$ cat config.mk
export PLATFORM = sky130hd
export DESIGN_NAME = sks_ctrl
export DESIGN_NICKNAME = d
export VERILOG_FILES = /design/src/sv/sks_pkg.sv /design/src/sv/sks_ctrl.sv
export SDC_FILE = /design/constraint.sdc
export NUM_CORES = 1
export LEC_CHECK = 0
export BUFFER_PORTS_ARGS = -buffer_cell sky130_fd_sc_hd__buf_2
export CAP_MARGIN = 20
export CORE_ASPECT_RATIO = 1.2
export CORE_MARGIN = 2
export CORE_UTILIZATION = 38
export DETAILED_ROUTE_END_ITERATION = 8
export GPL_TIMING_DRIVEN = 0
export PLACE_DENSITY = 0.74
export SLEW_MARGIN = 10
export SYNTH_ARGS = -nofsm -noshare
export SYNTH_HDL_FRONTEND = slang
export SYNTH_SLANG_ARGS = --single-unit
export TNS_END_PERCENT = 10
$ cat constraint.sdc
create_clock -name clk -period 1.4 [get_ports clk]
set_input_delay 0.28 -clock clk [delete_from_list [all_inputs] [get_ports clk]]
set_output_delay 0.28 -clock clk [all_outputs]
set_load 0.03 [all_outputs]
$ cat src/sv/sks_pkg.sv
// ----------------------------------------------------------------------------
// sks_pkg : shared types and constants of the sorted key set engine
// opcodes, status codes, controller states and the command / flag bundles
// that pass between the controller and the datapath
// ----------------------------------------------------------------------------
package sks_pkg;

  // default sizing of the table
  localparam int CAPACITY_DEF    = 256;
  localparam int KEY_WIDTH_DEF   = 32;
  localparam int VALUE_WIDTH_DEF = 32;

  // fixed port widths
  localparam int OPCODE_W   = 3;
  localparam int PORT_KEY_W = 32;
  localparam int PORT_VAL_W = 32;
  localparam int INDEX_W    = 8;
  localparam int STATUS_W   = 3;
  localparam int POS_W      = 8;
  localparam int COUNT_W    = 9;

  typedef enum logic [OPCODE_W-1:0] {
    OP_FIND   = 3'd0,
    OP_INSERT = 3'd1,
    OP_REMOVE = 3'd2,
    OP_READ   = 3'd3,
    OP_CLEAR  = 3'd4
  } opcode_t;

  typedef enum logic [STATUS_W-1:0] {
    STAT_OK    = 3'd0,
    STAT_DUP   = 3'd1,
    STAT_MISS  = 3'd2,
    STAT_FULL  = 3'd3,
    STAT_RANGE = 3'd4
  } status_t;

  typedef enum logic [3:0] {
    S_IDLE,
    S_HINT,
    S_SCAN,
    S_RESOLVE,
    S_SHUP,
    S_INS,
    S_RMRD,
    S_SHDN,
    S_RDRD
  } state_t;

  // source of the position, key and value of a result
  typedef enum logic [2:0] {
    OSEL_NONE,
    OSEL_FOUND,
    OSEL_NEW,
    OSEL_HOLD_IDX,
    OSEL_RDATA_IDX
  } out_sel_t;

  typedef struct packed {
    logic     load;
    logic     scan_hint;
    logic     scan_zero;
    logic     scan_adv;
    logic     rd_idx;
    logic     rm_capture;
    logic     shdn_step;
    logic     shup_begin;
    logic     shup_step;
    logic     ins_write;
    logic     commit_ins;
    logic     commit_rm;
    logic     commit_clr;
    logic     out_load;
    status_t  status;
    out_sel_t out_sel;
  } dp_cmd_t;

  typedef struct packed {
    opcode_t op;
    logic    used_zero;
    logic    hint_lt_used;
    logic    key_ge_rdata;
    logic    p_inc_ge_used;
    logic    found;
    logic    full;
    logic    used_gt_p;
    logic    j_eq_p;
    logic    idx_in_ok;
    logic    idx_inc_lt_used;
    logic    j_inc_lt_used;
  } dp_flags_t;

endpackage

$ cat src/sv/sks_ctrl.sv
// ----------------------------------------------------------------------------
// sks_ctrl : operation sequencer
// walks the table for search and shift, issues datapath commands
// ----------------------------------------------------------------------------
module sks_ctrl (
  input  logic                                clk,
  input  logic                                rst_n,
  input  logic                                start,
  input  logic [sks_pkg::OPCODE_W-1:0]        in_opcode,
  input  sks_pkg::dp_flags_t                  flags,
  output sks_pkg::dp_cmd_t                    cmd,
  output logic                                busy
);

  sks_pkg::state_t state_r;
  sks_pkg::state_t state_nxt;

  always_ff @(posedge clk) begin
    if (!rst_n) begin
      state_r <= sks_pkg::S_IDLE;
    end else begin
      state_r <= state_nxt;
    end
  end

  assign busy = (state_r != sks_pkg::S_IDLE);

  // next state
  always_comb begin
    state_nxt = state_r;
    case (state_r)
      sks_pkg::S_IDLE: begin
        if (start) begin
          case (sks_pkg::opcode_t'(in_opcode))
            sks_pkg::OP_FIND, sks_pkg::OP_INSERT: begin
              if (flags.used_zero) begin
                state_nxt = sks_pkg::S_RESOLVE;
              end else if (flags.hint_lt_used) begin
                state_nxt = sks_pkg::S_HINT;
              end else begin
                state_nxt = sks_pkg::S_SCAN;
              end
            end
            sks_pkg::OP_REMOVE: begin
              if (flags.idx_in_ok) begin
                state_nxt = sks_pkg::S_RMRD;
              end
            end
            sks_pkg::OP_READ: begin
              if (flags.idx_in_ok) begin
                state_nxt = sks_pkg::S_RDRD;
              end
            end
            default: state_nxt = sks_pkg::S_IDLE;
          endcase
        end
      end
      sks_pkg::S_HINT: begin
        if (flags.key_ge_rdata && flags.p_inc_ge_used) begin
          state_nxt = sks_pkg::S_RESOLVE;
        end else begin
          state_nxt = sks_pkg::S_SCAN;
        end
      end
      sks_pkg::S_SCAN: begin
        if (!flags.key_ge_rdata || flags.p_inc_ge_used) begin
          state_nxt = sks_pkg::S_RESOLVE;
        end
      end
      sks_pkg::S_RESOLVE: begin
        if (flags.found || flags.op == sks_pkg::OP_FIND || flags.full) begin
          state_nxt = sks_pkg::S_IDLE;
        end else if (flags.used_gt_p) begin
          state_nxt = sks_pkg::S_SHUP;
        end else begin
          state_nxt = sks_pkg::S_INS;
        end
      end
      sks_pkg::S_SHUP: begin
        if (flags.j_eq_p) begin
          state_nxt = sks_pkg::S_INS;
        end
      end
      sks_pkg::S_INS:  state_nxt = sks_pkg::S_IDLE;
      sks_pkg::S_RMRD: begin
        if (flags.idx_inc_lt_used) begin
          state_nxt = sks_pkg::S_SHDN;
        end else begin
          state_nxt = sks_pkg::S_IDLE;
        end
      end
      sks_pkg::S_SHDN: begin
        if (!flags.j_inc_lt_used) begin
          state_nxt = sks_pkg::S_IDLE;
        end
      end
      sks_pkg::S_RDRD: state_nxt = sks_pkg::S_IDLE;
      default:         state_nxt = sks_pkg::S_IDLE;
    endcase
  end

  // commands
  always_comb begin
    cmd = '0;
    case (state_r)
      sks_pkg::S_IDLE: begin
        if (start) begin
          cmd.load = 1'b1;
          case (sks_pkg::opcode_t'(in_opcode))
            sks_pkg::OP_FIND, sks_pkg::OP_INSERT: begin
              if (!flags.used_zero && flags.hint_lt_used) begin
                cmd.scan_hint = 1'b1;
              end else begin
                cmd.scan_zero = 1'b1;
              end
            end
            sks_pkg::OP_REMOVE, sks_pkg::OP_READ: begin
              if (flags.idx_in_ok) begin
                cmd.rd_idx = 1'b1;
              end else begin
                cmd.out_load = 1'b1;
                cmd.status   = sks_pkg::STAT_RANGE;
              end
            end
            sks_pkg::OP_CLEAR: begin
              cmd.commit_clr = 1'b1;
              cmd.out_load   = 1'b1;
              cmd.status     = sks_pkg::STAT_OK;
            end
            default: begin
              cmd.out_load = 1'b1;
              cmd.status   = sks_pkg::STAT_RANGE;
            end
          endcase
        end
      end
      sks_pkg::S_HINT: begin
        if (flags.key_ge_rdata) begin
          cmd.scan_adv = 1'b1;
        end else begin
          cmd.scan_zero = 1'b1;
        end
      end
      sks_pkg::S_SCAN: begin
        if (flags.key_ge_rdata) begin
          cmd.scan_adv = 1'b1;
        end
      end
      sks_pkg::S_RESOLVE: begin
        if (flags.found) begin
          cmd.out_load = 1'b1;
          cmd.out_sel  = sks_pkg::OSEL_FOUND;
          cmd.status   = (flags.op == sks_pkg::OP_FIND) ? sks_pkg::STAT_OK
                                                         : sks_pkg::STAT_DUP;
        end else if (flags.op == sks_pkg::OP_FIND) begin
          cmd.out_load = 1'b1;
          cmd.status   = sks_pkg::STAT_MISS;
        end else if (flags.full) begin
          cmd.out_load = 1'b1;
          cmd.status   = sks_pkg::STAT_FULL;
        end else if (flags.used_gt_p) begin
          cmd.shup_begin = 1'b1;
        end
      end
      sks_pkg::S_SHUP: cmd.shup_step = 1'b1;
      sks_pkg::S_INS: begin
        cmd.ins_write  = 1'b1;
        cmd.commit_ins = 1'b1;
        cmd.out_load   = 1'b1;
        cmd.out_sel    = sks_pkg::OSEL_NEW;
        cmd.status     = sks_pkg::STAT_OK;
      end
      sks_pkg::S_RMRD: begin
        cmd.rm_capture = 1'b1;
        if (!flags.idx_inc_lt_used) begin
          cmd.commit_rm = 1'b1;
          cmd.out_load  = 1'b1;
          cmd.out_sel   = sks_pkg::OSEL_RDATA_IDX;
          cmd.status    = sks_pkg::STAT_OK;
        end
      end
      sks_pkg::S_SHDN: begin
        cmd.shdn_step = 1'b1;
        if (!flags.j_inc_lt_used) begin
          cmd.commit_rm = 1'b1;
          cmd.out_load  = 1'b1;
          cmd.out_sel   = sks_pkg::OSEL_HOLD_IDX;
          cmd.status    = sks_pkg::STAT_OK;
        end
      end
      sks_pkg::S_RDRD: begin
        cmd.out_load = 1'b1;
        cmd.out_sel  = sks_pkg::OSEL_RDATA_IDX;
        cmd.status   = sks_pkg::STAT_OK;
      end
      default: cmd = '0;
    endcase
  end

endmodule

==> metrics, run 1 <==
failing checks setup timing; GPL Wtd Cong 0.883; most flop-heavy register state_r; CTS Sinks 4; max FFs per register 4; overall power 1.57 mW; Vias/cell around 6; switching pwr 0.769 mW; Post-CTS Hold Buffers 0; I/O pins 41; Crit Path Max Fanout 5; vias in the first global route 1054; sw frac between 40% and 50%; Min Clock Period, post-route 1.85 ns; number of diodes 0; Total GRT Usage 26.4%; Vias approximately 1000; HPWL after DPL about 1900 um; Final WS setup -0.454 ns; RSZ-0062 raised after global routing true; Starting Density 41.5%; worst skew pair latency around 0.24 ns; RR Endpoint state_r[1]; Final Instance Area approximately 1300 um2; placement row count 16; Netlist cell types 40; fraction of layout cells with a size suffix above 1 59.3%; Flop pwr share 12.1%; CP Class flop to primary output; period utilization 132%; CP endpoint kind primary output; Setup crit end cmd[7]; Remaining DRCs 0; Clock Skew 0.00235 ns; Worst Setup SP state_r[1]; Finished Layout Cells roughly 170; Synth Instances 102; Avg WL per Cell 16.3 um; slowest CP cell nor4_4; die width 42.9 um; Setup TNS -6.10 ns; VDD IR-drop max 0.987 mV; Worst-Margin Slew 0.503 ns; minimum hold slack 0.305 ns; clock power share 9.3%; CTS Buf Count 3; ANT nets after route 0; syn nets between 100 and 150; Cell Int Power 0.801 mW; drt pass-1 iters 6; die height around 51 um; number of fill cells 107; syn_area_per_cell 6.76 um2; Fin. Hold Viols 0; Data required, critical path 1.12 ns; R2R cell count 6; Core Box Area 1660 um2; pin count of the biggest net entering global routing 11; Slew Limit Headroom about 66%; Syn Std Cell Area about 690 um2; DR iter-0 viols 27; die area 2170 um2; total wire length 2740 um; count leader, synth nand2_1; Setup Viol. Count Final 24; clock-pin slew on the worst setup and hold paths 0.04 ns; EDFF count, synth 0; Seq/Total Area, Yosys 11.6%; power per standard cell area between 1000 and 1500 nW/um2; f_max 0.539 GHz; area added between synthesis and finish 88.6%; Hold/Removal Path Class primary input to flop; max-slew violation count 0; share of the synthesized area in the top cell type a little under an eighth; Async SR Flop Fraction 0%; top post-synthesis cells by area dfxtp_1 (12%), nand2_1 (5.4%), nor3_1 (5.1%); clk root buf clkbuf_4; maxcap violations 0; WP buf/inv 1; grt ovf 0; first-pass GRT wire length 4450 um; Inst Count DP 158; crit path cell chain nor4_4 > nand2_4 > nor4b_4 > buf_6; Crit path depth 4; crit path DAT roughly 1.6 ns; delay-heaviest family, CP simple AND/OR/NAND/NOR gates; warnings from Yosys 0; FF+latch count, synth 4; largest registers state_r: 4 flops; dpl cell area around 990 um2; Pleak 0.594 nW; critical path launch point type flop; critical path's largest stage delay between 0.3 and 0.4 ns; status finished with violations; CTS tree built; # nets final 172; most frequent cells after synthesis nand2_1 (10), nor2_1 (9), inv_1 (7), nor3_1 (7), nand2b_1 (5); Main synth FF type dfxtp_1; R2R Setup Slk -0.21 ns; Port Buffers 38; CTS Buffer Depth 2; CTS H-Tree Depth 1; initial antenna violation count 0; Yosys top cell by area dfxtp_1; combinational power share 78.6%; Worst R2R Start state_r[1]
-- worst register-to-register path, cell delays in order (launching register included) --
cell       delay [ns]
dfxtp_4          0.36
nor4_4           0.38
buf_4            0.21
inv_2            0.05
a2111oi_2        0.28
o31a_1           0.16
a32o_1           0.11
-- repair_timing --
action	CTS	global route
setup buffers	8	0
endpoints found under the hold margin	0	0
pin swaps	11	6
setup endpoints to repair	25	25
resized for setup	62	10
-- per-layer routing --
metal,GRT usage (%),vias to the layer above,share of wire [%]
li1,-,479,-
met1,28.2,480,37
met2,49.0,51,53
met3,6.83,8,7.1
met4,8.85,0,2.5
met5,0,-,0
-- cell usage in the layout, fill, tap and decap left out, types with 3 or more instances in the layout --
cell type / synthesis / routed
nand2b_4: 0 / 3
buf_2: 3 / 18
nand2_1: 10 / 8
clkbuf_4: 0 / 3
inv_1: 7 / 6
buf_4: 2 / 17
nor2_1: 9 / 8
buf_6: 0 / 14
nor3b_1: 4 / 3
nor3_1: 7 / 4
-- worst min-delay path by stage --
stage                      start         end  slack [ns]  cells after the start
finish                     rst_n  state_r[3]        0.31                      3
global route               rst_n  state_r[3]        0.33                      3
CTS                        rst_n  state_r[3]        0.30                      3
detailed placement         rst_n  state_r[3]        0.56                      3
global placement           rst_n  state_r[3]        0.55                      3
floorplan           in_opcode[0]  state_r[3]        0.40                      2
-- cell type report --
class	instances	area (um2)	share of cell area [%]
well taps	18	22.5	1.73
flip-flops and latches	4	90.1	6.93
inverters	8	30.0	2.31
plain buffers	8	80.1	6.16
multi-input cells	81	709	54.6
repair buffers	46	345	26.6
clock buffers	3	22.5	1.73
-- through the flow --
step / utilization (%) / setup WS, ns
global route: 78.2 / -0.519
detailed placement: 59.5 / -0.487
global placement: 59.5 / -0.484
finish: 78.2 / -0.454
CTS: 76.3 / -0.461
floorplan: - / -0.343
-- power groups by stage --
| stage | Sequential (mW) | Clock, mW | Combinational (mW) |
|---|---|---|---|
| after detailed placement | 0.161 | 0 | 0.877 |
| after floorplan | 0.157 | 0 | 0.673 |
| after CTS | 0.186 | 0.149 | 1.19 |
| after global placement | 0.160 | 0 | 0.864 |
| final | 0.190 | 0.146 | 1.23 |
| after global routing | 0.194 | 0.167 | 1.31 |
-- logic make-up after synthesis --
| kind of cell | count (synthesis) | share of synthesized area, % |
|---|---|---|
| flip-flops | 4 | 11.6 |
| AND/OR/NAND/NOR | 55 | 47.0 |
| XOR/XNOR | 1 | 1.27 |
| AO/OA/AOI/OAI | 25 | 29.2 |
| buffers and inverters | 17 | 10.9 |
No activity file was read; power rests on OpenSTA's default activity.
==> inputs of run 2 (changes only) <==
--- a/config.mk
+++ b/config.mk
@@ -9,10 +9,10 @@
 export CAP_MARGIN = 20
 export CORE_ASPECT_RATIO = 1.2
 export CORE_MARGIN = 2
-export CORE_UTILIZATION = 38
+export CORE_UTILIZATION = 42
 export DETAILED_ROUTE_END_ITERATION = 8
 export GPL_TIMING_DRIVEN = 0
-export PLACE_DENSITY = 0.74
+export PLACE_DENSITY = 0.78
 export SLEW_MARGIN = 10
 export SYNTH_ARGS = -nofsm -noshare
 export SYNTH_HDL_FRONTEND = slang
==> constraint.sdc (replaced) <==
create_clock -name clk -period 2.1 [get_ports clk]
set_input_delay 0.42 -clock clk [delete_from_list [all_inputs] [get_ports clk]]
set_output_delay 0.42 -clock clk [all_outputs]
set_load 0.03 [all_outputs]
==> run 2 against run 1 <==
  * The run now ends clean
  * Cell area is 24% lower
  * Via count down 6.4%
  * Critical endpoint is now cmd[6]
  * Utilization down 16 points
  * Highest routed layer unchanged
  * Critical path type unchanged
  * First-iteration DRC count rose by 15%
==> metrics, run 2 (synthesized netlist as in run 1, its figures left out) <==
clk root buf clkbuf_4; ANT nets after route 0 (unchanged); CP Class flop to primary output; status finished, final reports clean; Avg WL per Cell 13.6 um (-16%); cell count of the worst hold path 3 (unchanged); I/O pins 41 (unchanged); Total GRT Usage 23.4% (-3.0 points); GPL Wtd Cong 0.916 (+3.7%); Crit Path Max Fanout 10 (+5); drt pass-1 iters 4 (-2); most flop-heavy register state_r; f_max 0.492 GHz; first-pass GRT wire length 3370 um (-24%); overall power 0.802 mW (-49%); die height 48.4 um (-4.5%); CTS H-Tree Depth 1 (unchanged); minimum hold slack 0.472 ns (+0.166 ns); largest registers state_r: 4 flops; Vias 953 (-6.4%); Setup Viol. Count Final 0 (-100%); Worst-Margin Slew 0.453 ns (-0.0500 ns); Data required, critical path 1.68 ns (+0.56 ns); register area 82.6 um2 (-8.3%); Post-CTS Hold Buffers 0 (unchanged); number of diodes 0 (unchanged); Core Box Area 1580 um2 (-4.8%); slowest CP cell dfxtp_1; CTS Sinks 4 (unchanged); DR iter-0 viols 31 (+15%); Fin. Hold Viols 0 (unchanged); placement row count 16 (unchanged); Starting Density 43.6% (+2.1 points); critical path launch point type flop; number of fill cells 135 (+26%); die width 41.0 um (-4.4%); clock-pin slew on the worst setup and hold paths 0.04 ns (about the same); commonest non-fill, non-tap cells in the layout buf_2 (37), nand2_1 (9), nor2_1 (9); pin count of the biggest net entering global routing 11 (unchanged); crit path DAT 1.61 ns (+0.04 ns); CTS Buffer Depth 2 (unchanged); initial antenna violation count 0 (unchanged); worst skew pair latency 0.23 ns (about the same); power per standard cell area 811 nW/um2 (-33%); max-slew violation count 0 (unchanged); Slew Limit Headroom 69.4% (+2.9 points); VDD IR-drop max 0.680 mV (-31%); CTS tree built; critical path's largest stage delay 0.48 ns (+0.11 ns); area of the multi-input gates 567 um2 (-20%); crit path cell chain clkbuf_4 > nand2b_1 > o21a_1 > o221ai_1 > buf_4; Vias/cell 5.88 (-2.9%); CP endpoint kind primary output; vias in the first global route 798 (-24%); Clock Skew 0.00251 ns (+0.000163 ns); Pleak 0.491 nW (-17%); fraction of layout cells with a size suffix above 1 41.7% (-18 points); total wire length 2210 um (-19%); maxcap violations 0 (unchanged); CTS Buf Count 3 (unchanged); R2R cell count 5 (-1); max FFs per register 4 (unchanged); Port Buffers 38 (unchanged); Min Clock Period, post-route 2.03 ns; die area 1980 um2 (-8.7%); HPWL after DPL 1690 um (-8.5%); # nets final 166 (-3.5%); area added between synthesis and finish 43.4%; Hold/Removal Path Class primary input to flop; Remaining DRCs 0 (unchanged); period utilization 96.8%; grt ovf 0 (unchanged); most common cell after layout, fill and taps aside buf_2
[run 2: cell count changes in the layout (fill, tap and decap cells not counted), sizes merged]
cell    before  now
buf         50   43
clkbuf       7    8
[run 2: final cells by class]
| class | instances | share of cell area, % |
|---|---|---|
| repair buffers | 39 | 20.8 |
| well taps | 18 | 2.28 |
| flip-flops and latches | 4 | 8.35 |
| multi-input cells | 81 | 57.3 |
| plain buffers | 9 | 5.95 |
| clock buffers | 3 | 2.28 |
| inverters | 8 | 3.04 |
[run 2: report_power, final]
group	total (mW)	switching [mW]	leakage, nW	internal (mW)
sequential	0.112	0.0184	0.0335	0.0936
combinational	0.597	0.368	0.444	0.229
clock	0.0923	0.0286	0.0138	0.0637
[run 2: final timing paths]
path | from | endpoint | slack (ns)
hold / removal | rst_n | state_r[3] | 0.47
setup / recovery | state_r[3] | cmd[6] | 0.07
setup reg to reg | state_r[0] | state_r[1] | 0.47
hold reg to reg | state_r[0] | state_r[3] | 0.76
[run 2: critical path: cells and delay by family (launching register included)]
family | cells | cell delay [ns]
compound gates | 2 | 0.35
buf+inv | 2 | 0.47
flops | 1 | 0.48
simple gates | 1 | 0.08
[run 2: per-layer routing]
metal | vias to the layer above | wire length [um] | track usage [%]
met5 | - | 0 | 0
met4 | 0 | 3 | 8.33
met3 | 2 | 115 | 2.75
met2 | 30 | 1180 | 35.4
met1 | 452 | 903 | 32.9
li1 | 469 | - | -
[run 2: repair_timing]
item                                    in CTS  in global routing
resized for setup                            0                 22
endpoints found under the setup margin       4                  8
pin swaps                                    1                  1
setup buffers                                1                  0
[run 2: through the flow]
step	worst slack (ns)	util (%)	std cells	cell area, um2	TNS [ns]
floorplan	-0.208	-	102	696	-0.445
global placement	0.0533	57.4	158	908	0
detailed placement	0.0275	57.4	158	908	0
CTS	-0.0774	59.3	162	938	-0.0774
global route	-0.00529	62.5	162	988	-0.00529
finish	0.0678	62.5	162	988	0
==> inputs of run 3 (changes only) <==
--- a/config.mk
+++ b/config.mk
@@ -7,12 +7,11 @@
 export LEC_CHECK = 0
 export BUFFER_PORTS_ARGS = -buffer_cell sky130_fd_sc_hd__buf_2
 export CAP_MARGIN = 20
-export CORE_ASPECT_RATIO = 1.2
 export CORE_MARGIN = 2
-export CORE_UTILIZATION = 42
+export CORE_UTILIZATION = 45
 export DETAILED_ROUTE_END_ITERATION = 8
 export GPL_TIMING_DRIVEN = 0
-export PLACE_DENSITY = 0.78
+export PLACE_DENSITY = 0.83
 export SLEW_MARGIN = 10
 export SYNTH_ARGS = -nofsm -noshare
 export SYNTH_HDL_FRONTEND = slang
==> constraint.sdc (replaced) <==
create_clock -name clk -period 2.6 [get_ports clk]
set_input_delay 0.52 -clock clk [delete_from_list [all_inputs] [get_ports clk]]
set_output_delay 0.52 -clock clk [all_outputs]
set_load 0.03 [all_outputs]
==> run 3 against run 2 <==
  * Worst hold slack gained 0.11 ns
  * Cell count down 1.9%
  * Global-route usage fell by 0.72 points
==> metrics, run 3 (synthesized netlist as in run 1, its figures left out) <==
Fin. Hold Viols 0 (unchanged); GRT met1 Usage 29.3% (-3.5 points); Inst Count DP 156 (-1.3%); CTS H-Tree Depth 1 (unchanged); most common cell after layout, fill and taps aside buf_2; post-layout util 62.7% (+0.17 points); Setup Fix Bufs, Post-CTS 0 (-1); Clock Skew 0.00113 ns (-0.00138 ns); CP Class flop to primary output; Data required, critical path 2.08 ns (+0.40 ns); crit path DAT 1.87 ns (+0.26 ns); CTS tree built; fraction of layout cells with a size suffix above 1 35.0% (-6.7 points); RSZ-0062 raised after global routing false; Hold/Removal Path Class primary input to flop; max FFs per register 4 (unchanged); area added between synthesis and finish 33.8%; max-slew violation count 0 (unchanged); Setup Viol. Count Final 0 (unchanged); CTS Buf Count 3 (unchanged); clock-pin slew on the worst setup and hold paths 0.03 ns (about the same); Remaining DRCs 0 (unchanged); Total GRT Usage 22.7% (-0.72 points); grt ovf 0 (unchanged); power per standard cell area 648 nW/um2 (-20%); die area 1860 um2 (-6.1%); VDD IR-drop max 0.425 mV (-37%); # nets final 165 (-0.60%); clock power share 12.3% (+0.8 points); Worst Setup SP state_r[2]; DR iter-0 viols 39 (+26%); drt pass-1 iters 4 (unchanged); Avg WL per Cell 13.0 um (-4.7%); f_max 0.418 GHz; dpl cell area 900 um2 (-0.96%); Setup TNS 0 ns (unchanged); Worst-Margin Slew 0.479 ns (+0.0260 ns); ANT nets after route 0 (unchanged); Finished Layout Cells 159 (-1.9%); commonest non-fill, non-tap cells in the layout buf_2 (41), nand2_1 (10), nor2_1 (9); Vias 938 (-1.6%); Final Instance Area 922 um2 (-6.7%); GRT Max-Usage Layer met2; die width 43.1 um (+5.3%); number of diodes 0 (unchanged); clk root buf clkbuf_4; Worst R2R Start state_r[1]; sw frac 53.4% (+1.6 points); GPL Wtd Cong 0.927 (+1.2%); CTS Sinks 4 (unchanged); Min Clock Period, post-route 2.39 ns; Flop pwr share 14.4% (+0.4 points); period utilization about nine tenths; Slew Limit Headroom 67.8% (-1.6 points); die height 43.1 um (-11%); M2 GR Usage 39.4% (+4.0 points); vias in the first global route 788 (-1.3%); Post-CTS Hold Buffers 0 (unchanged); most flop-heavy register state_r; minimum hold slack 0.578 ns (+0.106 ns); CTS resizes 0 (unchanged); Core Box Area 1470 um2 (-7.0%); Starting Density 46.9% (+3.3 points); CTS Buffer Depth 2 (unchanged); switching pwr 0.319 mW (-23%); total wire length 2060 um (-6.4%); HPWL after DPL 1700 um (+0.53%); I/O pins 41 (unchanged); placement row count 14 (-2); worst skew pair latency 0.23 ns (about the same); combinational power share 73.3% (-1.2 points); Crit Path Max Fanout 7 (-3); first-pass GRT wire length 3300 um (-2.0%); critical path launch point type flop; Vias/cell 5.90 (+0.28%); Cell Int Power 0.279 mW (-28%); maxcap violations 0 (unchanged); GR Util met3 1.28% (-1.5 points); status finished, final reports clean; number of fill cells 138 (+2.2%); pin count of the biggest net entering global routing 11 (unchanged); Port Buffers 38 (unchanged); initial antenna violation count 0 (unchanged); Pleak 0.470 nW (-4.2%); hold path start rst_n; largest registers state_r: 4 flops; CP endpoint kind primary output
[run 3: cell types whose count changed in the layout (fill, tap and decap cells not counted), sizes merged]
cell    delta
clkbuf     -1
[run 3: per-stage QoR]
stage	worst slack, ns	power (mW)
floorplan	0.0964	0.413
global placement	0.364	0.510
detailed placement	0.329	0.520
CTS	0.231	0.599
global route	0.103	0.643
finish	0.209	0.598
[run 3: worst paths after layout]
path	to	slack, ns	depth (start not counted)
setup / recovery	cmd[7]	0.21	4
hold / removal	state_r[3]	0.58	3
setup reg to reg	state_r[0]	0.94	6
hold reg to reg	state_r[3]	0.66	3
[run 3: layer usage]
layer | share of wire (%) | wire, um
met1 | 41 | 847
met2 | 52 | 1080
met3 | 6.1 | 125
met4 | 0.34 | 7
met5 | 0 | 0
[run 3: layout make-up]
cell class | instances | area, um2 | share of cell area [%]
well taps | 16 | 20.0 | 2.17
multi-input cells | 81 | 534 | 57.9
clock buffers | 3 | 22.5 | 2.44
repair buffers | 38 | 190 | 20.6
inverters | 8 | 30.0 | 3.26
flip-flops and latches | 4 | 80.1 | 8.68
plain buffers | 9 | 45.0 | 4.88
[run 3: critical path, cell delays in order (launching register included)]
cell and delay [ns]:
dfxtp_1 0.37, nor4_4 0.46, nand2_1 0.21, nor4b_1 0.34
buf_2 0.26
[run 3: power by group through the flow]
stage          clock (mW)  sequential (mW)  combinational, mW
2_1_floorplan           0           0.0845              0.329
3_3_place_gp            0           0.0863              0.424
3_5_place_dp            0           0.0873              0.433
4_1_cts            0.0793           0.0863              0.434
5_1_grt            0.0797           0.0875              0.476
6_report           0.0736           0.0861              0.438
